**src/rtl/clt_pkg.sv**
```systemverilog
`timescale 1ns / 1ps
// ----------------------------------------------------------------------------
// clt_pkg: shared types and constants of the client lockout table
// Command and family codes, register indexes, reset values and the packed
// layout of one table entry, one request and the register set.
// ----------------------------------------------------------------------------
package clt_pkg;

    localparam int ENTRIES_DEFAULT = 16;
    localparam int SLOT_W          = 4;
    localparam int CFG_INDEX_W     = 2;
    localparam int CFG_DATA_W      = 32;

    localparam logic [1:0] CMD_CHECK   = 2'd0;
    localparam logic [1:0] CMD_FAIL    = 2'd1;
    localparam logic [1:0] CMD_SUCCESS = 2'd2;

    localparam logic [1:0] FAM_IPV4 = 2'd0;
    localparam logic [1:0] FAM_IPV6 = 2'd1;

    localparam logic [CFG_INDEX_W-1:0] CFG_MAX_ATTEMPTS    = 2'd0;
    localparam logic [CFG_INDEX_W-1:0] CFG_MAX_LEVEL       = 2'd1;
    localparam logic [CFG_INDEX_W-1:0] CFG_LOCKOUT_SECONDS = 2'd2;

    localparam logic [15:0] MAX_ATTEMPTS_RST    = 16'd5;
    localparam logic [15:0] MAX_LEVEL_RST       = 16'd8;
    localparam logic [31:0] LOCKOUT_SECONDS_RST = 32'd60;

    typedef struct packed {
        logic [1:0]  family;
        logic [63:0] addr_high;
        logic [63:0] addr_low;
        logic [31:0] last_access;
        logic        locked;
        logic [31:0] lock_until;
        logic [15:0] fails;
        logic [15:0] level;
    } entry_t;

    typedef struct packed {
        logic [1:0]  cmd;
        logic [1:0]  family;
        logic [63:0] addr_high;
        logic [63:0] addr_low;
        logic [31:0] timestamp;
    } req_t;

    typedef struct packed {
        logic [15:0] max_attempts;
        logic [15:0] max_level;
        logic [31:0] lockout_seconds;
    } cfg_t;

endpackage

```
**src/rtl/clt_update.sv**
```systemverilog
`timescale 1ns / 1ps
// ----------------------------------------------------------------------------
// clt_update: command unit of the lockout table
// Applies check, fail or success to one entry; the lock length product is
// registered before the final entry is formed.
// ----------------------------------------------------------------------------
module clt_update (
    input  logic            clk,
    input  logic            mul_en,
    input  clt_pkg::entry_t cur,
    input  clt_pkg::req_t   req,
    input  clt_pkg::cfg_t   cfg,
    output clt_pkg::entry_t nxt,
    output logic            blocked
);

    logic [16:0] fails_inc;
    logic        hit_limit;
    logic [15:0] level_new;
    logic [47:0] prod_full;
    logic [31:0] prod_reg;

    assign fails_inc = {1'b0, cur.fails} + 17'd1;
    assign hit_limit = fails_inc >= {1'b0, cfg.max_attempts};
    assign level_new = (hit_limit && (cur.level < cfg.max_level)) ? cur.level + 16'd1
                                                                   : cur.level;
    assign prod_full = {32'd0, level_new} * {16'd0, cfg.lockout_seconds};

    always_ff @(posedge clk)
    begin
        if (mul_en)
        begin
            prod_reg <= prod_full[31:0];
        end
    end

    always_comb
    begin
        nxt     = cur;
        blocked = 1'b0;
        case (req.cmd)
            clt_pkg::CMD_CHECK:
            begin
                if (cur.locked)
                begin
                    if (req.timestamp > cur.lock_until)
                    begin
                        nxt.locked     = 1'b0;
                        nxt.lock_until = '0;
                        nxt.fails      = '0;
                    end
                    else
                    begin
                        nxt.last_access = req.timestamp;
                        blocked         = 1'b1;
                    end
                end
            end
            clt_pkg::CMD_FAIL:
            begin
                nxt.last_access = req.timestamp;
                if (!hit_limit)
                begin
                    nxt.fails = fails_inc[15:0];
                end
                else
                begin
                    nxt.level      = level_new;
                    nxt.locked     = 1'b1;
                    nxt.fails      = '0;
                    nxt.lock_until = req.timestamp + prod_reg;
                end
            end
            clt_pkg::CMD_SUCCESS:
            begin
                nxt.locked     = 1'b0;
                nxt.lock_until = '0;
                nxt.fails      = '0;
                nxt.level      = '0;
            end
            default:
            begin
                nxt = cur;
            end
        endcase
    end

endmodule

```
**config.mk**
```make
export PLATFORM = sky130hd
export DESIGN_NAME = clt_update
export DESIGN_NICKNAME = d
export VERILOG_FILES = /design/src/rtl/clt_pkg.sv /design/src/rtl/clt_update.sv
export SDC_FILE = /design/constraint.sdc
export NUM_CORES = 1
export LEC_CHECK = 0
export ABC_AREA = 1
export BUFFER_PORTS_ARGS = -buffer_cell sky130_fd_sc_hd__buf_2
export CORE_AREA = 2 2 267 269
export CTS_CLUSTER_DIAMETER = 80
export DETAILED_ROUTE_END_ITERATION = 12
export DIE_AREA = 0 0 269 271
export PLACE_DENSITY = 0.61
export SLEW_MARGIN = 20
export SYNTH_ARGS = -nofsm -noshare
export SYNTH_HDL_FRONTEND = slang
export SYNTH_SLANG_ARGS = --single-unit
```
**constraint.sdc**
```tcl
create_clock -name clk -period 20.1 [get_ports clk]
set_input_delay 3.015 -clock clk [delete_from_list [all_inputs] [get_ports clk]]
set_output_delay 3.015 -clock clk [all_outputs]
set_load 0.05 [all_outputs]
```
**Word level (Yosys, flattened, before mapping)**

Cells that the tools add are included.

- Add/sub/neg operators: 3
- Multipliers: 1
- Div/mod/pow operators: 0
- Order comparisons: 3
- Equality and inequality tests: 2
- Shifts and indexed selects: 0
- Mux-type cells: 13
- Bitwise operators: 0
- Reduce and logical (&&, ||, !) cells: 2

Operator list:

| cell | count |
|---|---|
| one-hot mux 49 bit (3 select lines) | 1 |
| two-way mux 81 bit | 1 |
| one-hot mux 32 bit (2 select lines) | 1 |
| two-way mux 49 bit | 1 |
| two-way mux 16 bit | 3 |
| two-way mux 33 bit | 1 |
| adder 32 bit | 1 |
| greater-than comparator 32 bit | 1 |
| multiplier 16 x 32 -> 32 bit | 1 |
| two-way mux 32 bit | 1 |
| one-hot mux 16 bit (2 select lines) | 1 |
| adder 16 x 1 -> 17 bit (second input constant) | 1 |
| >= comparator 17 x 16 -> 1 bit | 1 |
| adder 16 x 1 -> 16 bit (second input constant) | 1 |
| < comparator 16 bit | 1 |
| two-way mux 1 bit | 3 |
| == test 2 x 1 -> 1 bit (second input constant) | 1 |
| == test 2 bit (second input constant) | 1 |
| zero test 2 bit | 1 |
| logical AND 1 bit | 1 |

- Register bits after elaboration: 32
- Bits in latches: 0
- Bits in writable memories: 0
- Memory bits (read-only): 0
- Input port bits: 457
- Output and inout bits: 228
- Logic and storage cells: 25
- Memories kept: 0

**Longest topological paths before layout**

- Depth in word-level cells: 6
- Gate-level depth with buffers: 50
- Gate-level depth less buffers: 49

**Worst setup path before layout**

No wires, ideal clock.

- Path type: input to register
- Start: input port cur[19] (netlist name)
- End: register prod_reg[29] (data pin)
- Library setup time: 256 ps
- Arrival: 10,937 ps
- Data required time: 19,844 ps
- Setup slack: 8,906 ps
- Stages: 47
- Path buffers: 2
- Cells stage by stage: inv_1 nor3_1 inv_1 nor2_1 inv_1 nor2_1 nand4_1 nor3_1 xor2_1 ha_1 inv_1 nor4_1 nand2_1 nand4_4 nand2_4 buf_6 nand2_2 nand2_1 (+11 left out) inv_1 fa_1 inv_1 ha_1 a21oi_1 o21a_1 a21boi_0 inv_1 nand2_1 nand2_1 a21boi_2 o21ai_0 a21boi_2 o21ai_0 nand2_1 inv_1 o21bai_1 nand2_1

- Word-level cells in the longest chain between the ends: 5

RTL lines:

| item | RTL line | text |
|---|---|---|
| start: declaration | clt_update.sv:10 | `input clt_pkg::entry_t cur,` |
| adder 16 x 1 -> 17 bit | clt_update.sv:23 | `assign fails_inc = {1'b0, cur.fails} + 17'd1;` |
| >= comparator 17 x 16 -> 1 bit | clt_update.sv:24 | `assign hit_limit = fails_inc >= {1'b0, cfg.max_attempts};` |
| logical AND 1 bit | clt_update.sv:25 | `assign level_new = (hit_limit && (cur.level < cfg.max_level)) ? cur.level + 16'd1` |
| two-way mux 16 bit | clt_update.sv:25 |  |
| multiplier 16 x 32 -> 32 bit | clt_update.sv:27 | `assign prod_full = {32'd0, level_new} * {16'd0, cfg.lockout_seconds};` |
| named net prod_full[29] | clt_update.sv:20 | `logic [47:0] prod_full;` |
| end signal: assignment | clt_update.sv:33 | `prod_reg <= prod_full[31:0];` |
| end: declaration | clt_update.sv:21 | `logic [31:0] prod_reg;` |

The timed path passes the listed nets, and every way through them passes these cells.
A chain may end at the register's enable or synchronous reset.

**Final worst setup path**

- Start: input port cur[16] (netlist name)
- End: register prod_reg[29] (data pin)

Same word-level chain as after synthesis.

==> flow_summary.ini <==
[timing]
period_share_pct = 66.4
finalCriticalPeriod_ns = 13.36
worst_hold_slack_ns = 3.31
final-hold-violation-count = 0
setup_violations = 0
rsz0062_at_grt = no
tns_ns = 0
slew_headroom_pct = 27.0
worst_pin_slew_ns = 1.09
fmax_mhz = 74.9
slew_viol_final = 0

[cts]
tritoncts = done
cts_buffers = 5
cts_root_buffer = clkbuf_16
cts_num_sinks = 32
htreeDepth = 2
clkTransAtPathRegs_ns = 0.05
cts_hold_buf = 0
ctsResizeCount = 0
clockBufferDepth = 2
post_cts_buffers = 0

[hold_path]
holdPathEnd = prod_reg[27]
hold_depth = 1
hp-class = in -> reg
hold_path_startpoint = mul_en

[cells_and_area]
layout-area-overhead-vs-synth_pct = 7.98
final_nets = 3783
multiInputGateArea_um2 = 15200
seq_area_um2 = 961
largest_register_ffs = 32
drive_gt1_share_pct = 12.6
fillerInstances = 7636

[yosys]
yosys-top-cells-area = fa_1 31%, inv_1 11%, ha_1 10%, nand2_1 9.7%, buf_4 4.9%
netlist_area_um2 = 19800
syn_area_per_cell_um2 = 7.16
synth_top_area_cell = fa_1
syn_nets = 3696
synthTopCellsByCount = 598 x inv_1, 514 x nand2_1, 305 x fa_1
synth_most_common_cell = inv_1
yosys.cell_types.count = 55
yosysSeqAreaShare_pct = 4.85
synth_top_area_share_pct = 30.8
synth_flop_cell = edfxtp_1
ys_seq_elements = 32
synth_edf_count = 32
yosysWarningCount = 0
netlist_instances = 2770
synth_async_sr_flop_share_pct = 0

[global_routing]
grt_pass1_vias = 18300
grt_max_degree = 66
grt_pass1_wl_um = 110000
grt_antenna_before_repair = 14
gr-total-overflow = 0
grt.total_usage_pct = 19.9

[place]
io_buffers = 294
dp_hpwl_um = 61900
routabilityCongestion = 0.925

[worst_setup_path]
critPathTopFamily = adder cells
worst-path-buf-inv = 13
critPathKind = in -> reg
worst-path-max-fanout = 45
crit_top_cell = inv_1
worstSetupEndpointType = flip-flop
start_kind = primary input
crit_path_top_delay_cell = fa_1
max_stage_delay_ns = 0.56
worst-endpoint-required_ns = 20.08
crit_arrival_ns = 13.34

[route]
wl_um = 73900
vias_per_cell = 4.89
drc = 0
ant_nets = 0
dr.first_iter.drc_count = 1286
vias = 18600
dr.pass1.iters = 5
routedWlPerCell_um = 19.4

[outcome]
status = finished clean

[floorplan]
num_io_pins = 685
core_area_um2 = 69800
start_util_pct = 28.4
dieWidth_um = 269
die_y_um = 271
row_count = 97
dieArea_um2 = 72900

[flow_run]
drv_cap = 0
cell type report:
cell class | count | share of cell area (%)
clock buffer | 5 | 0.585
timing repair buffer | 311 | 7.47
clock inverter | 3 | 0.0877
sequential | 32 | 4.49
tap | 940 | 5.49
inverter | 612 | 10.8
multi-input combinational | 1895 | 71.1
antenna | 3 | 0.0351
through the flow:
| stage | area (µm²) | instances | util, % | setup WS, ns |
|---|---|---|---|---|
| 2_1_floorplan | 19800 | 2770 | - | 8.91 |
| 3_3_place_gp | 21300 | 3790 | 30.5 | 6.57 |
| 3_5_place_dp | 21300 | 3790 | 30.5 | 6.44 |
| 4_1_cts | 21400 | 3798 | 30.7 | 6.74 |
| 5_1_grt | 21400 | 3801 | 30.7 | 5.89 |
| 6_report | 21400 | 3801 | 30.7 | 6.74 |
cell usage in the layout (no fill, tap or decap), types with 19 or more instances in the layout:
master / count
o211ai_1: 45
o21ai_0: 94
a22oi_1: 24
edfxtp_1: 32
nand3_1: 87
nand2_1: 514
nor2_1: 257
ha_1: 161
inv_1: 598
xnor2_1: 21
a31oi_1: 52
buf_2: 294
a21oi_1: 144
fa_1: 305
nand4_1: 19
xor2_1: 51
per-layer routing:
layer | vias to the layer above | global-route usage [%] | part of all wire (%)
met1 | 8864 | 25.7 | 42
li1 | 8635 | - | -
met2 | 923 | 32.3 | 45
met5 | - | 1.89 | 0.32
met3 | 135 | 4.89 | 9.9
met4 | 16 | 6.30 | 3.0
kinds of logic (layout without fill, tap and decap cells):
kind of cell,count (synthesis),in the layout,synth area share [%]
buffers and inverters,843,931,18.5
and+or+nand+nor,932,932,19.5
DFF,32,32,4.85
AOI/OAI and AO/OA,420,420,12.6
other,0,3,0
xor gates and xnor gates,74,74,3.41
adders and majority gates,469,469,41.2
worst max path at each step:
stage                 start      endpoint  slack, ns  cells after the start
floorplan           cur[19]  prod_reg[29]       8.91                     47
global placement    cur[16]  prod_reg[29]       6.57                     47
detailed placement  cur[16]  prod_reg[29]       6.44                     47
CTS                 cur[16]  prod_reg[29]       6.74                     47
global route        cur[16]  prod_reg[29]       5.89                     46
finish              cur[16]  prod_reg[29]       6.74                     47
Power is not shown: default switching activity piles up to over one toggle a cycle in this logic, so the estimate is an artifact.
