<file path="src/rtl/clt_pkg.sv">
`timescale 1ns / 1ps
// ----------------------------------------------------------------------------
// clt_pkg: shared types and constants of the client lockout table
// Command and family codes, register indexes, reset values and the packed
// layout of one table entry, one request and the register set.
// ----------------------------------------------------------------------------
package clt_pkg;

    localparam int ENTRIES_DEFAULT = 16;
    localparam int SLOT_W          = 4;
    localparam int CFG_INDEX_W     = 2;
    localparam int CFG_DATA_W      = 32;

    localparam logic [1:0] CMD_CHECK   = 2'd0;
    localparam logic [1:0] CMD_FAIL    = 2'd1;
    localparam logic [1:0] CMD_SUCCESS = 2'd2;

    localparam logic [1:0] FAM_IPV4 = 2'd0;
    localparam logic [1:0] FAM_IPV6 = 2'd1;

    localparam logic [CFG_INDEX_W-1:0] CFG_MAX_ATTEMPTS    = 2'd0;
    localparam logic [CFG_INDEX_W-1:0] CFG_MAX_LEVEL       = 2'd1;
    localparam logic [CFG_INDEX_W-1:0] CFG_LOCKOUT_SECONDS = 2'd2;

    localparam logic [15:0] MAX_ATTEMPTS_RST    = 16'd5;
    localparam logic [15:0] MAX_LEVEL_RST       = 16'd8;
    localparam logic [31:0] LOCKOUT_SECONDS_RST = 32'd60;

    typedef struct packed {
        logic [1:0]  family;
        logic [63:0] addr_high;
        logic [63:0] addr_low;
        logic [31:0] last_access;
        logic        locked;
        logic [31:0] lock_until;
        logic [15:0] fails;
        logic [15:0] level;
    } entry_t;

    typedef struct packed {
        logic [1:0]  cmd;
        logic [1:0]  family;
        logic [63:0] addr_high;
        logic [63:0] addr_low;
        logic [31:0] timestamp;
    } req_t;

    typedef struct packed {
        logic [15:0] max_attempts;
        logic [15:0] max_level;
        logic [31:0] lockout_seconds;
    } cfg_t;

endpackage

</file>
<file path="src/rtl/clt_scan.sv">
`timescale 1ns / 1ps
// ----------------------------------------------------------------------------
// clt_scan: address match and LRU search unit
// Takes one entry per cycle while cmp_en is high; keeps the first match, the
// first free entry and the least recently used entry seen so far.
// ----------------------------------------------------------------------------
module clt_scan #(
    parameter int IDX_W = 4
) (
    input  logic                clk,
    input  logic                rst_n,
    input  logic                start,
    input  logic                cmp_en,
    input  logic [IDX_W-1:0]    cmp_idx,
    input  logic                cmp_valid,
    input  clt_pkg::entry_t     cmp_entry,
    input  clt_pkg::req_t       req,
    output logic                found,
    output logic [IDX_W-1:0]    sel
);

    logic             found_reg;
    logic             have_free_reg;
    logic [IDX_W-1:0] sel_reg;
    logic [IDX_W-1:0] victim_reg;
    logic [31:0]      victim_last_reg;
    logic             match;
    logic             addr_eq;

    always_comb
    begin
        case (req.family)
            clt_pkg::FAM_IPV4: addr_eq = cmp_entry.addr_low[31:0] == req.addr_low[31:0];
            clt_pkg::FAM_IPV6: addr_eq = (cmp_entry.addr_high == req.addr_high) &&
                                         (cmp_entry.addr_low == req.addr_low);
            default:           addr_eq = 1'b0;
        endcase
        match = cmp_valid && (cmp_entry.family == req.family) && addr_eq;
    end

    always_ff @(posedge clk or negedge rst_n)
    begin
        if (!rst_n)
        begin
            found_reg     <= 1'b0;
            have_free_reg <= 1'b0;
        end
        else if (start)
        begin
            found_reg     <= 1'b0;
            have_free_reg <= 1'b0;
        end
        else if (cmp_en && !found_reg)
        begin
            if (match)
            begin
                found_reg <= 1'b1;
            end
            else if (!cmp_valid)
            begin
                have_free_reg <= 1'b1;
            end
        end
    end

    always_ff @(posedge clk)
    begin
        if (cmp_en && !found_reg)
        begin
            if (match || (!cmp_valid && !have_free_reg))
            begin
                sel_reg <= cmp_idx;
            end
            // strict compare keeps the lowest index on ties
            if (!match && ((cmp_idx == '0) || (cmp_entry.last_access < victim_last_reg)))
            begin
                victim_reg      <= cmp_idx;
                victim_last_reg <= cmp_entry.last_access;
            end
        end
    end

    assign found = found_reg;
    assign sel   = (found_reg || have_free_reg) ? sel_reg : victim_reg;

endmodule

</file>
<file path="config.mk">
export PLATFORM = sky130hd
export DESIGN_NAME = clt_scan
export DESIGN_NICKNAME = d
export VERILOG_FILES = /design/src/rtl/clt_pkg.sv /design/src/rtl/clt_scan.sv
export SDC_FILE = /design/constraint.sdc
export NUM_CORES = 1
export LEC_CHECK = 0
export ABC_AREA = 1
export BUFFER_PORTS_ARGS = -buffer_cell sky130_fd_sc_hd__buf_2
export CAP_MARGIN = 15
export CORE_AREA = 2 2 159 161
export CTS_BUF_LIST = sky130_fd_sc_hd__clkbuf_4 sky130_fd_sc_hd__clkbuf_8
export DETAILED_ROUTE_END_ITERATION = 10
export DIE_AREA = 0 0 161 163
export GPL_ROUTABILITY_DRIVEN = 1
export PLACE_DENSITY_LB_ADDON = 0.05
export SLEW_MARGIN = 25
export SYNTH_ARGS = -nofsm -noshare
export SYNTH_HDL_FRONTEND = slang
export SYNTH_SLANG_ARGS = --single-unit
</file>
<file path="constraint.sdc">
create_clock -name clk -period 8.6 [get_ports clk]
set_clock_uncertainty 0.05 [all_clocks]
set_input_delay 0.86 -clock clk [delete_from_list [all_inputs] [get_ports clk]]
set_output_delay 0.86 -clock clk [all_outputs]
set_load 0.05 [all_outputs]
</file>
# Word level (Yosys, flattened, before mapping)

Cells that the tools add are included.

Reductions and logical operators: 21
Equality and inequality tests: 7
Mux-type cells: 9
$lt $le $gt $ge: 1

Operators by type and width:

| cell                                                 | number |
|---|---|
| equality test 64 bit                                 | 2 |
| equality test 32 bit                                 | 1 |
| < comparator 32 bit                                  | 1 |
| 2-to-1 mux 1 bit                                     | 7 |
| logical AND 1 bit                                    | 6 |
| AND reduction 2 bit                                  | 3 |
| logical NOT 1 bit                                    | 4 |
| logical NOT 4 bit                                    | 1 |
| 2-to-1 mux 4 bit                                     | 1 |
| != test 2 bit (second input constant)                | 2 |
| nonzero test 2 bit                                   | 2 |
| logical OR 1 bit                                     | 3 |
| AND reduction 3 bit                                  | 1 |
| equality test 2 x 1 -> 1 bit (second input constant) | 1 |
| equality test 2 bit                                  | 1 |
| logical NOT 2 bit                                    | 1 |
| one-hot mux 1 bit (2 select lines)                   | 1 |

Bits in registers: 42
Input port bits: 400
Word-level logic and storage cells: 43

# Longest topological paths before layout

Depth in word-level cells: 7
Mapped depth: 13
Gate-level depth less buffers: 13

# Least setup slack after synthesis

No wires, ideal clock.

Kind: input to register
From: in cmp_entry[70] (netlist name)
To: reg victim_last_reg[0], enable pin
Cell stages on the path: 10
Setup slack: 4858 ps
Library setup time: 429 ps
Data required time: 8121 ps
Arrival: 3263 ps
Path through: ha_1 > a21oi_1 > nor2_1 > a211oi_1 > nand2_1 > nand2_1 > nand2_1 > nand3_1 > a21oi_1 > nor2_1

Word-level cells in the longest chain between the ends: 4

Ends and longest elaborated chain:

| what                                 | line           | source |
|---|---|---|
| from (decl)                          | clt_scan.sv:16 | `input clt_pkg::entry_t cmp_entry,` |
| < comparator 32 bit                  | clt_scan.sv:75 | `if (!match && ((cmp_idx == '0) \|\| (cmp_entry.last_access < victim_last_reg)))` |
| logical OR 1 bit                     | clt_scan.sv:75 |  |
| logical AND 1 bit                    | clt_scan.sv:75 |  |
| AND reduction 2 bit (no source line) | --             |  |
| to (signal assigned)                 | clt_scan.sv:78 | `victim_last_reg <= cmp_entry.last_access;` |
| to (decl)                            | clt_scan.sv:26 | `logic [31:0] victim_last_reg;` |

Every way passes these cells.
A chain may end at the register's enable or synchronous reset.

# Worst setup path in the final report

From: in cmp_entry[70] (netlist name)
To: reg victim_last_reg[4], enable pin

Same word-level chain as after synthesis.

==> out/qor.log <==
[status] run status finished clean
[clocking] H-tree depth 2
[logic_synthesis] number of flip-flops and latches in the synthesized netlist 42
[pwr] cell leakage power 3.86 nW
[drt] WL per Instance 11.2 µm
[pwr] power density over the cells 92.8 nW/µm²
[drt] vias after detailed routing 4906
[cells_and_area] number of flip-flops in the largest register 32
[timing] fmax 335 MHz
[clocking] Clock Sinks 42
[logic_synthesis] warning count from the yosys run 0
[clocking] Post-CTS Repair Setup Buffers 0
[placed_design] Port Buffers 305
[timing] post-route setup TNS 0 ps
[floorplan] initial core utilization 17.9%
[floorplan] placement row count 58
[drt] DRC errors left 0
[drt] First DRT Iteration DRCs 160
[pwr] Switching Power 0.000189 W
[drt] count of nets left with antenna violations after detail routing 0
[critical_path] register-to-register path setup slack 5920 ps
[grt] wire length of the first global-routing pass 23600 µm
[drt] total detailed-routing wirelength 15100 µm
[timing] Hold Worst Slack 274 ps
[grt] number of global-route vias before repair 4859
[logic_synthesis] Yosys cell types 29
[timing] number of max-slew violations in the final report 0
[clocking] hold-fix buffer count after cts 0
[logic_synthesis] portion of the post-synthesis area used by sequential elements 28.3%
[critical_path] worst reg2reg endpoint victim_last_reg[4]
[floorplan] boundary pin count 405
[critical_path] data required time at the worst endpoint 8530 ps
[critical_path] worst setup path category in2reg
[critical_path] WP data arrival 2910 ps
[grt] global router's overall resource usage 11.4%
[logic_synthesis] library cell occupying the most area in the post-synthesis netlist sky130_fd_sc_hd__edfxtp_1
[drt] detail-routed via count per cell 3.62
[clocking] TritonCTS clock tree built
[critical_path] Max stage delay on crit path 450 ps
[critical_path] family with the most delay on the worst path simple AND/OR/NAND/NOR gates
[pwr] cell internal pwr 0.000411 W
[clocking] Clock Latency Late Sink 300 ps
[critical_path] sequence of cells on the critical path buf_2 -> ha_1 -> a21oi_1 -> nor2_1 -> a211oi_1 -> nand2_1 -> nand2_1 -> nand2_1 -> nand3_1 -> a21oi_1 -> nor2_4 -> buf_4
[cells_and_area] final layout net count 1454
[placed_design] number of cells after detailed placement 1346
[critical_path] crit-path max FO 20
[grt] maximum number of pins on one net before global-route repair 21
[floorplan] area of the core region 24700 µm²
[timing] actual transition at the worst max-transition pin 549 ps
[timing] setup repair after global routing missed its margin no
[timing] final worst-path cycle share 34.7%
[placed_design] placer congestion estimate 0.733
[logic_synthesis] net count after synthesis 1141
[timing] Max-Slew Margin vs Limit 63.3%
[timing] Final Hold Fails 0
[logic_synthesis] area share of the largest cell type after synthesis 27.2%
[critical_path] Worst Setup SP cmp_entry[70]
[clocking] CTS clock-pin slew for the worst setup and hold paths 90 ps
[clocking] CTS Buf Count 5
[cells_and_area] leading cell types in the layout, fill and taps excluded sky130_fd_sc_hd__buf_2 (305), sky130_fd_sc_hd__nand2_1 (216), sky130_fd_sc_hd__inv_1 (163)
[grt] number of antenna violations at the first check in global routing 5
[cells_and_area] area growth from synthesis to final layout 46.5%
[floorplan] Die Footprint 26200 µm²
[cells_and_area] most common cell after layout, fill and taps aside sky130_fd_sc_hd__buf_2
[drt] drt first pass iters 4
[critical_path] cell with the largest stage delay on the worst path sky130_fd_sc_hd__nor2_4
[pwr] relative contribution of combinational cells to total power 36.3%
[pwr] Peak VDD IR 44.1 µV
[logic_synthesis] syn_area_per_cell 6.22 µm²
[floorplan] DIE WIDTH 161 µm
[logic_synthesis] post-synth design cell area 4420 µm²
[logic_synthesis] top cells by area in the synthesized netlist sky130_fd_sc_hd__edfxtp_1 (27%), sky130_fd_sc_hd__nand2_1 (18%), sky130_fd_sc_hd__inv_1 (14%)
[cells_and_area] number of filler instances in the final layout 2844
[placed_design] DPL Wire Length 13900 µm
[critical_path] number of cells on the worst reg-to-reg path 12
[pwr] sequential power share 40.8%
[critical_path] most prevalent standard cell on the critical path sky130_fd_sc_hd__nand2_1
[grt] residual overflow from global routing 0
[hold_path] path type of the worst min-delay path in2async
[pwr] total power of the final layout 0.000601 W
[timing] Final Setup Violations 0
[cells_and_area] final cell utilization of the core 26.2%
[critical_path] R2R Path Start victim_last_reg[5]
[critical_path] CP Launch Type input pin
[cells_and_area] fraction of layout cells with a size suffix above 1 31.7%
[cells_and_area] non-filler cells in the finished layout 1356
[pwr] Clk network pwr share 22.9%
[floorplan] die height 163 µm
[clocking] number of instances resized during post-cts repair 0
[job] Max Cap Viol 0
[pwr] net switching fraction of the power 31.5%
[timing] time the worst path needs with I/O delays and setup 2980 ps
[clocking] maximum buffer depth of the clock tree 2
[clocking] CTS Root Cell sky130_fd_sc_hd__clkbuf_8
[critical_path] Critical Path End Type register
[critical_path] number of buffer and inverter instances along the worst setup path 2
[logic_synthesis] Mapped Cells 710
[synth_stat cells, drive strengths merged]
cell type and n:
ha 31, edfxtp 40, o2111ai 1, o21a 2
a21oi 20, o22ai 5, inv 163, xnor2 12
nor3 2, o211ai 2, xor2 32, mux2 4
nand3 11, nor2 147, o21ai 6, or2 4
nor4 1, dfrtp 2, nand4 5, a211oi 1
nand3b 2, nand2 217
[through the flow]
stage / cell area, µm² / worst slack, ps
floorplan: 4420 / 4860
CTS: 6470 / 5530
detailed placement: 6370 / 5190
global route: 6470 / 5370
finish: 6470 / 5620
global placement: 6370 / 5230
[routing by layer]
| metal | GRT usage (%) | share of wire, % | vias up |
|---|---|---|---|
| met5 | 0 | 0.25 | - |
| met1 | 14.0 | 44 | 1934 |
| li1 | - | - | 2754 |
| met2 | 18.9 | 44 | 194 |
| met3 | 4.48 | 11 | 18 |
| met4 | 2.27 | 1.2 | 6 |
[power by group through the flow]
stage,Combinational [W],Sequential [W],Clock (W)
after floorplan,0.000112,0.000250,0
after global placement,0.000222,0.000249,0
after detailed placement,0.000223,0.000250,0
after CTS,0.000223,0.000245,0.000147
after global routing,0.000256,0.000247,0.000154
final,0.000218,0.000245,0.000138
[worst reg2reg max path, stage by stage (launching register included)]
cell,delay [ps]
sky130_fd_sc_hd__edfxtp_1,370
sky130_fd_sc_hd__inv_1,60
sky130_fd_sc_hd__ha_1,230
sky130_fd_sc_hd__a21oi_1,140
sky130_fd_sc_hd__nor2_1,60
sky130_fd_sc_hd__a211oi_1,180
sky130_fd_sc_hd__nand2_1,100
sky130_fd_sc_hd__nand2_1,70
sky130_fd_sc_hd__nand2_1,60
sky130_fd_sc_hd__nand3_1,70
sky130_fd_sc_hd__a21oi_1,90
sky130_fd_sc_hd__nor2_4,450
sky130_fd_sc_hd__buf_4,400
[worst max path at each step]
| stage | endpoint | depth (start not counted) | slack, ps |
|---|---|---|---|
| 2_1_floorplan | victim_last_reg[0] | 10 | 4860 |
| 3_3_place_gp | victim_last_reg[2] | 12 | 5230 |
| 3_5_place_dp | victim_last_reg[2] | 12 | 5190 |
| 4_1_cts | victim_last_reg[10] | 12 | 5530 |
| 5_1_grt | victim_last_reg[13] | 12 | 5370 |
| 6_report | victim_last_reg[4] | 12 | 5620 |
[layout make-up]
class | instances | area [µm²] | share of cell area [%]
Sequential cell | 42 | 1250 | 19.3
Inverter | 163 | 612 | 9.45
Clock buffer | 6 | 82.6 | 1.28
Antenna cell | 2 | 5.00 | 0.0773
Multi-Input combinational cell | 505 | 2560 | 39.6
Timing Repair Buffer | 306 | 1530 | 23.7
Clock inverter | 2 | 12.5 | 0.193
Tap cell | 330 | 413 | 6.38
[kinds of logic after synthesis]
kind of cell	count (synthesis)	share of synthesized area [%]
muxes	4	1.02
buffers and inverters	163	13.8
and+or+nand+nor	389	34.4
AOI/OAI and AO/OA	37	4.93
xor gates and xnor gates	44	8.72
DFF	42	28.3
adders and majority gates	31	8.78
(Power assumes the default switching activity.)
