--- src/rtl/clt_ram.sv ---
`timescale 1ns / 1ps
// ----------------------------------------------------------------------------
// clt_ram: generic single-write, single-read RAM
// One write port and one read port with registered read data.
// ----------------------------------------------------------------------------
module clt_ram #(
    parameter int WIDTH = 8,
    parameter int DEPTH = 16,
    parameter int AW    = (DEPTH > 1) ? $clog2(DEPTH) : 1
) (
    input  logic             clk,
    input  logic             wr_en,
    input  logic [AW-1:0]    wr_addr,
    input  logic [WIDTH-1:0] wr_data,
    input  logic             rd_en,
    input  logic [AW-1:0]    rd_addr,
    output logic [WIDTH-1:0] rd_data
);

    logic [WIDTH-1:0] mem [DEPTH];
    logic [WIDTH-1:0] rd_data_reg;

    always_ff @(posedge clk)
    begin
        if (wr_en)
        begin
            mem[wr_addr] <= wr_data;
        end
        if (rd_en)
        begin
            rd_data_reg <= mem[rd_addr];
        end
    end

    assign rd_data = rd_data_reg;

endmodule

--- config.mk ---
export PLATFORM = sky130hd
export DESIGN_NAME = clt_ram
export DESIGN_NICKNAME = d
export VERILOG_FILES = /design/src/rtl/clt_ram.sv
export SDC_FILE = /design/constraint.sdc
export NUM_CORES = 1
export LEC_CHECK = 0
export BUFFER_PORTS_ARGS = -buffer_cell sky130_fd_sc_hd__buf_2
export CORE_UTILIZATION = 45
export CTS_BUF_LIST = sky130_fd_sc_hd__clkbuf_16
export DETAILED_ROUTE_END_ITERATION = 6
export PLACE_DENSITY_LB_ADDON = 0.12
export SLEW_MARGIN = 10
export SYNTH_ARGS = -nofsm -noshare
export SYNTH_HDL_FRONTEND = slang
export SYNTH_SLANG_ARGS = --single-unit
export TNS_END_PERCENT = 1
--- constraint.sdc ---
create_clock -name clk -period 3 [get_ports clk]
set_input_delay 0.45 -clock clk [delete_from_list [all_inputs] [get_ports clk]]
set_output_delay 0.45 -clock clk [all_outputs]
set_load 0.1 [all_outputs]
Word level (Yosys, flattened, before mapping)
Memories as Yosys holds them, arrays and structs flattened. A register that Yosys moved wholly into a read port is not among the register bits.
Index checks and enable logic that the tools add are counted.
{"block": "classes", "n_mux": 2}
{"cell": "two-way mux 1 bit", "n": 2}
{"block": "totals", "reg_bits": 0, "ramBits": 128, "output_inout_bits": 8, "wordCells": 3, "mem_count": 1}
{"memory": "mem", "words": 16, "word_bits": 8, "read_ports": 1, "rd_clocked_by_memory_dff": 1, "write_ports": 1, "line_no": "20", "source": "logic [WIDTH-1:0] mem [DEPTH];"}

Logic depth before layout (Yosys ltp)
Gate-level depths: netlist (run 1).
{"block": "depth", "ltp_word": 2, "depth_mapped": 5, "ltp_nobuf": 3}

Least setup slack after synthesis (run 1)
Ideal clock, no wire load.
{"block": "synth_timing", "path_kind": "input-to-reg", "start": "input port wr_addr[2]", "end": "memory mem[0][0] (enable)", "setup_ns": 0.383, "arrival_time_ns": 1.560, "slack_ns": 1.057, "stages": 2, "path_cell_list": "or3b_2 nor3_1"}
{"element": "start, declared", "line_no": "13", "source": "input logic [AW-1:0] wr_addr,"}
{"element": "end, declared", "line_no": "20"}
Straight into the memory's write port.

Worst setup path after layout (run 1)
{"block": "layout_timing", "start": "register rd_data_reg[5] (netlist: rd_data[5]) (read register of mem)", "end": "output port rd_data[5]"}
{"element": "start, declared", "line_no": "21", "source": "logic [WIDTH-1:0] rd_data_reg;"}
{"element": "end, declared", "line_no": "17", "source": "output logic [WIDTH-1:0] rd_data"}
No word-level cell between the ends.

==> results of run 1 <==
==> report_power, final <==
group	leakage, nW	total (W)	internal (W)	switching [W]
Clock	0.286	0.00208	0.00136	0.000717
Sequential	1.24	0.00215	0.00214	0.0000118
Combinational	0.578	0.000260	0.0000826	0.000178
Total	2.10	0.00449	0.00358	0.000906
==> layout by cell type (no fill, tap or decap), drive strengths merged <==
cell type	Yosys	routed
edfxtp	136	136
buf	7	44
mux4	32	32
clkbuf	0	17
a22oi	16	16
nor2	13	13
nand2	9	9
clkinv	0	6
nor3	4	4
bufinv	0	4
nand3b	2	2
nand2b	2	2
inv	0	2
clkinvlp	0	2
nor2b	1	1
and2	1	1
and2b	1	1
nand3	1	1
or3b	1	1
==> final cells by class <==
class	instances	area, um2	share of cell area
multi-input combinational	83	1057	0.1706
clock inverter	14	165.2	0.02665
tap	140	175.2	0.02827
timing repair buffer	44	290.3	0.04684
sequential	136	4084	0.6590
clock buffer	17	425.4	0.06865
==> per-layer routing <==
layer	wire, um	vias up	part of all wire
li1	-	1090	-
met1	4738	1286	0.46
met2	5019	73	0.48
met3	522	11	0.050
met4	111	0	0.011
met5	0	-	0
==> cells by family (layout without fill, tap and decap cells) <==
| group | after synthesis | after routing | share of synthesized area |
|---|---|---|---|
| flip-flops | 136 | 136 | 0.7812 |
| buffers and inverters | 10 | 75 | 0.01651 |
| AND/OR/NAND/NOR | 35 | 35 | 0.03136 |
| multiplexers | 32 | 32 | 0.1479 |
| AO/OA/AOI/OAI | 16 | 16 | 0.02298 |
==> worst max path at each step <==
stage | to | slack, ns
6_report | rd_data[5] | 1.25
5_1_grt | rd_data[5] | 1.19
4_1_cts | rd_data[5] | 1.22
3_5_place_dp | rd_data[5] | 0.90
3_3_place_gp | rd_data[5] | 0.91
2_1_floorplan | mem[0][0] | 1.06
==> through the flow <==
stage | hold slack, ns | utilization
floorplan | 0.5489 | -
global placement | 0.7278 | 0.5061
detailed placement | 0.7343 | 0.5061
CTS | 0.4130 | 0.5594
global route | 0.4191 | 0.5594
finish | 0.4242 | 0.5594
==> impl_results.md, run 1 <==
* Status: complete, no violations
* Clock tree from TritonCTS: done
* First-pass GRT wire length at 15560 um
* Placed wire-length estimate at 6348 um
* Setup TNS at 0 ns
* DR vias at 2460
* R2R Path End: rd_data[6]
* Worst hold path type: in2reg
* Largest register FFs at 128
* GR peak layer: met2
* Iter 0 DRT Violations at 224
* Buffers inserted by post-CTS timing repair at 0
* VDD IR max at 0.3745 mV
* Number of global-route vias before repair at 2528
* Layout Cells excl Fill at 434
* Area after DPL at 5607 um2
* Commonest cells in the netlist: 136 x edfxtp_1, 18 x mux4_2, 16 x a22oi_1
* CTS Root Cell: clkbuf_16
* Top-area cell type share of the netlist area at 0.7812
* Post-Syn Area at 5228 um2
* Overflow after GRT at 0
* Crit. path cell count at 1
* FF-to-FF path depth at 3
* Clock Pin Slew Worst Setup and Hold Paths at 0.06 ns
* Routed Antenna Nets at 0
* Critical path required time at 2.55 ns
* P per Cell Area at 724.6 nW/um2
* Placed Cells at 403
* Placer congestion estimate at 0.7015
* Fin. max-slew vios at 0
* Worst-case clock buffer depth at 2
* Worst hold start: wr_data[7]
* Yosys warning count at 0
* Final Hold Viols at 0
* Seq/Total Area, Yosys at 0.7812
* Most frequent cell after synthesis: edfxtp_1
* Largest net degree at the start of global routing at 33
* Max-cap viol count at 0
* Max frequency at 573.1 MHz
* Synthesized flop and latch total at 136
* Crit path max-delay cell type: buf_2
* All-layer global routing usage at 0.1975
* CP peak stage delay at 0.46 ns
* Share of layout cells above drive strength 1 at 0.2925
* # diodes at 0
* Routed WL at 10390 um
* Worst-Skew Late Latency at 0.41 ns
* Hold path endpoint: mem[7][7]
* Synth area leaders: edfxtp_1 78%, mux4_2 7.8%, mux4_1 7.0%
* Num Clock Sinks at 136
* Placement Setup Slack at 0.9020 ns
* Reg2reg setup slack at 1.50 ns
* Yosys cell types at 18
* Endpoint type of the worst setup path: output pin
* Initial core utilization at 0.4719
* Unrepaired setup endpoints after global routing: false
* Drt via density at 5.668
* Design area at 6197 um2
* Met1 GRT Util at 0.2727
* R2r startpoint: mem[9][6]
* CP Buf/Inv Count at 1
* Hold Path Stages at 1
* Final Cycle Share at 0.5817
* Worst Skew at 0.008321 ns
* Setup violators final at 0
* Critical Path Start Type: flip-flop
* Die Span X at 109.8 um
* FILL cells at 841
* Port Buf Inserts at 26
* Core area at 11080 um2
* Antenna violations before repair at 0
* Syn_area_per_cell at 22.83 um2
* Count of boundary I/O pins at 27
* Cells after synthesis at 229
* EDFF count, synth at 136
* Post-synth ARST share at 0
* Routed WL per cell at 23.94 um
* Die Span Y at 109.8 um
* Worst slew pin tran at 0.7673 ns
* Hold_buf cts at 0
* GR Util met2 at 0.2978
* Router iterations before antenna repair at 4
* Fin crit period at 1.745 ns
* Inserted Clock Buffers at 17
* Worst setup margin at 1.255 ns
* Die Footprint at 12050 um2
* H-tree depth at 4
* Total power at 0.004490 W
* Worst Path Max Fanout at 1
* Area growth syn-to-layout at 18.55%
* Met3 Track Usage GR at 0.06224
* Crit-path cells: buf_2
* Top_reg_cell synth: edfxtp_1
* Slew headroom at 0.4874
* Syn nets at 248
* Nets@finish at 301
* Critical path class: reg2out
* Num rows at 38
* Critical Path AT at 1.30 ns
* CTS resizes at 0
* Crit-path leading delay family: buffers and inverters
* Area leader, netlist: edfxtp_1
* CP Launch Point: rd_data[5]
* Static Leak at 2.101 nW
* Drt drc at 0
Power figures use the tool's default switching activity.
==> inputs of run 2 (changes only) <==
clock period = 1.65 ns   (was 3 ns; I/O delays follow)
==> run 2 against run 1 <==
Combinational power is 87% higher. Clock skew is 0.0033 ns higher. Via count is 0.33% lower. Wire length is 1.9% lower. Non-clock buffer count is 9 higher. Hold slack worse by 0.22 ns. Final cell count is 2.3% higher. Clock power is 78% higher. Critical path depth is 2 higher. Power is 80% higher. Core utilization is 0.62 points higher. Largest cell class unchanged. Largest power group unchanged.
==> impl_results.md, run 2 (synthesis results as in run 1) <==
* Port Buf Inserts at 26 (unchanged)
* Drt drc at 0 (unchanged)
* Die Footprint at 12050 um2 (unchanged)
* Status: complete, no violations (unchanged)
* Critical Path AT at 1.65 ns (was 1.30 ns)
* FF-to-FF path depth at 3 (unchanged)
* Critical path class: reg2reg (was reg2out)
* Post-layout util at 0.5656 (was 0.5594)
* Setup TNS at 0 ns (unchanged)
* DR vias at 2452 (was 2460)
* Num Clock Sinks at 136 (unchanged)
* Final Hold Viols at 0 (unchanged)
* Final Cycle Share at 0.9002
* R2r startpoint: mem[3][6] (was mem[9][6])
* CP peak stage delay at 0.48 ns (was 0.46 ns)
* Routed WL at 10190 um (was 10390 um)
* Placer congestion estimate at 0.7648 (was 0.7015)
* Slew headroom at 0.4480 (was 0.4874)
* Part of the power in registers at 0.483 (was 0.480)
* Psw at 0.001694 W (was 0.0009064 W)
* # diodes at 0 (unchanged)
* Clock Pin Slew Worst Setup and Hold Paths at 0.06 ns (about the same)
* Routed WL per cell at 22.95 um (was 23.94 um)
* Worst setup path endpoint: rd_data[6] (was rd_data[5])
* Switching Share at 0.2092 (was 0.2019)
* Most frequent cells in the layout: 136 x edfxtp_1, 26 x buf_2, 25 x buf_4 (was 136 x edfxtp_1, 26 x buf_2, 18 x mux4_2)
* Worst setup margin at 0.1646 ns (was 1.255 ns)
* Iter 0 DRT Violations at 185 (was 224)
* Die Span Y at 109.8 um (unchanged)
* CTS Root Cell: clkbuf_16 (unchanged)
* FILL cells at 836 (was 841)
* Count of boundary I/O pins at 27 (unchanged)
* R2R Path End: rd_data[6] (unchanged)
* Worst hold start: rd_en (was wr_data[7])
* Core area at 11080 um2 (unchanged)
* CTS resizes at 0 (unchanged)
* Endpoint type of the worst setup path: flip-flop (was output pin)
* Placement Setup Slack at -0.1682 ns (was 0.9020 ns)
* Logic gate share of total power at 0.060 (was 0.058)
* VDD IR max at 0.7125 mV (was 0.3745 mV)
* CP Launch Point: mem[3][6] (was rd_data[5])
* Total power at 0.008095 W (was 0.004490 W)
* Routed Antenna Nets at 0 (unchanged)
* Overflow after GRT at 0 (unchanged)
* Setup violators final at 0 (unchanged)
* Inserted Clock Buffers at 17 (unchanged)
* Share of layout cells above drive strength 1 at 0.3388 (was 0.2925)
* Die Span X at 109.8 um (unchanged)
* Clock tree from TritonCTS: done (unchanged)
* Hold Path Stages at 1 (unchanged)
* Max-cap viol count at 0 (unchanged)
* Largest register FFs at 128 (unchanged)
* Worst-Skew Late Latency at 0.41 ns (about the same)
* Buffers inserted by post-CTS timing repair at 0 (unchanged)
* Largest net degree at the start of global routing at 21 (was 33)
* Most common cell after layout, fill and taps aside: edfxtp_1 (unchanged)
* Critical Path Start Type: flip-flop (unchanged)
* Worst Path Max Fanout at 1 (unchanged)
* Crit-path cells: mux4_2, a22oi_1, nand2_1 (was buf_2)
* Area growth syn-to-layout at 19.87% (was 18.55%)
* Max frequency at 673.2 MHz
* Drt via density at 5.523 (was 5.668)
* Antenna violations before repair at 0 (unchanged)
* Nets@finish at 310 (was 301)
* Worst-case clock buffer depth at 2 (unchanged)
* P per Cell Area at 1292 nW/um2 (was 724.6 nW/um2)
* Unrepaired setup endpoints after global routing: false (unchanged)
* Worst hold path type: in2reg (unchanged)
* Fin crit period at 1.485 ns
* Static Leak at 2.144 nW (was 2.101 nW)
* Number of global-route vias before repair at 2587 (was 2528)
* Router iterations before antenna repair at 4 (unchanged)
* First-pass GRT wire length at 15790 um (was 15560 um)
* Hold_buf cts at 0 (unchanged)
* Clock power frac at 0.457 (was 0.462)
* All-layer global routing usage at 0.1974 (was 0.1975)
* Initial core utilization at 0.4719 (unchanged)
* Worst Skew at 0.01166 ns (was 0.008321 ns)
* Critical path required time at 1.81 ns (was 2.55 ns)
* Internal at 0.006401 W (was 0.003584 W)
* Fin. max-slew vios at 0 (unchanged)
* Num rows at 38 (unchanged)
* Placed wire-length estimate at 6569 um (was 6348 um)
* Reg2reg setup slack at 0.16 ns (was 1.50 ns)
* H-tree depth at 4 (unchanged)
* Worst slew pin tran at 0.8262 ns (was 0.7673 ns)
* Crit path max-delay cell type: mux4_2 (was buf_2)
## run 2: how the worst min path moves through the flow
stage and endpoint:
6_report rd_data[3], 5_1_grt rd_data[3], 4_1_cts rd_data[3], 3_5_place_dp rd_data[1]
3_3_place_gp rd_data[3], 2_1_floorplan mem[0][0]
## run 2: stage by stage
stage	instance area [um2]	hold WS, ns	instances
final	6266	0.2011	444
after floorplan	5233	0.3464	229
after CTS	6266	0.1964	444
after global routing	6266	0.1978	444
after global placement	5679	0.6298	412
after detailed placement	5679	0.6295	412
## run 2: power groups by stage
stage	logic (W)	clock network (W)	registers, W
6_report	0.000487	0.00370	0.00391
5_1_grt	0.000526	0.00391	0.00392
4_1_cts	0.000497	0.00376	0.00391
3_5_place_dp	0.000496	0	0.00398
3_3_place_gp	0.000489	0	0.00398
2_1_floorplan	0.000197	0	0.00410
## run 2: worst max-delay path, delay by kind of cell (launching register included)
kind,cells,cell delay (ns)
flip-flops,1,0.37
AND/OR/NAND/NOR,1,0.09
AO/OA/AOI/OAI,1,0.31
multiplexers,1,0.48
## run 2: layout make-up
class | instances | area [um2] | share of cell area
flip-flops and latches | 136 | 4084 | 0.6518
multi-input cells | 83 | 1062 | 0.1695
clock buffers | 17 | 425.4 | 0.06789
repair buffers | 53 | 357.8 | 0.05711
well taps | 140 | 175.2 | 0.02796
clock inverters | 15 | 161.4 | 0.02576
## run 2: layer usage
metal  track usage  share of wire  vias up
li1              -              -     1102
met1        0.2796           0.46     1265
met2        0.2982           0.48       71
met3       0.05157          0.047       14
met4       0.06857          0.014        0
met5             0              0        -
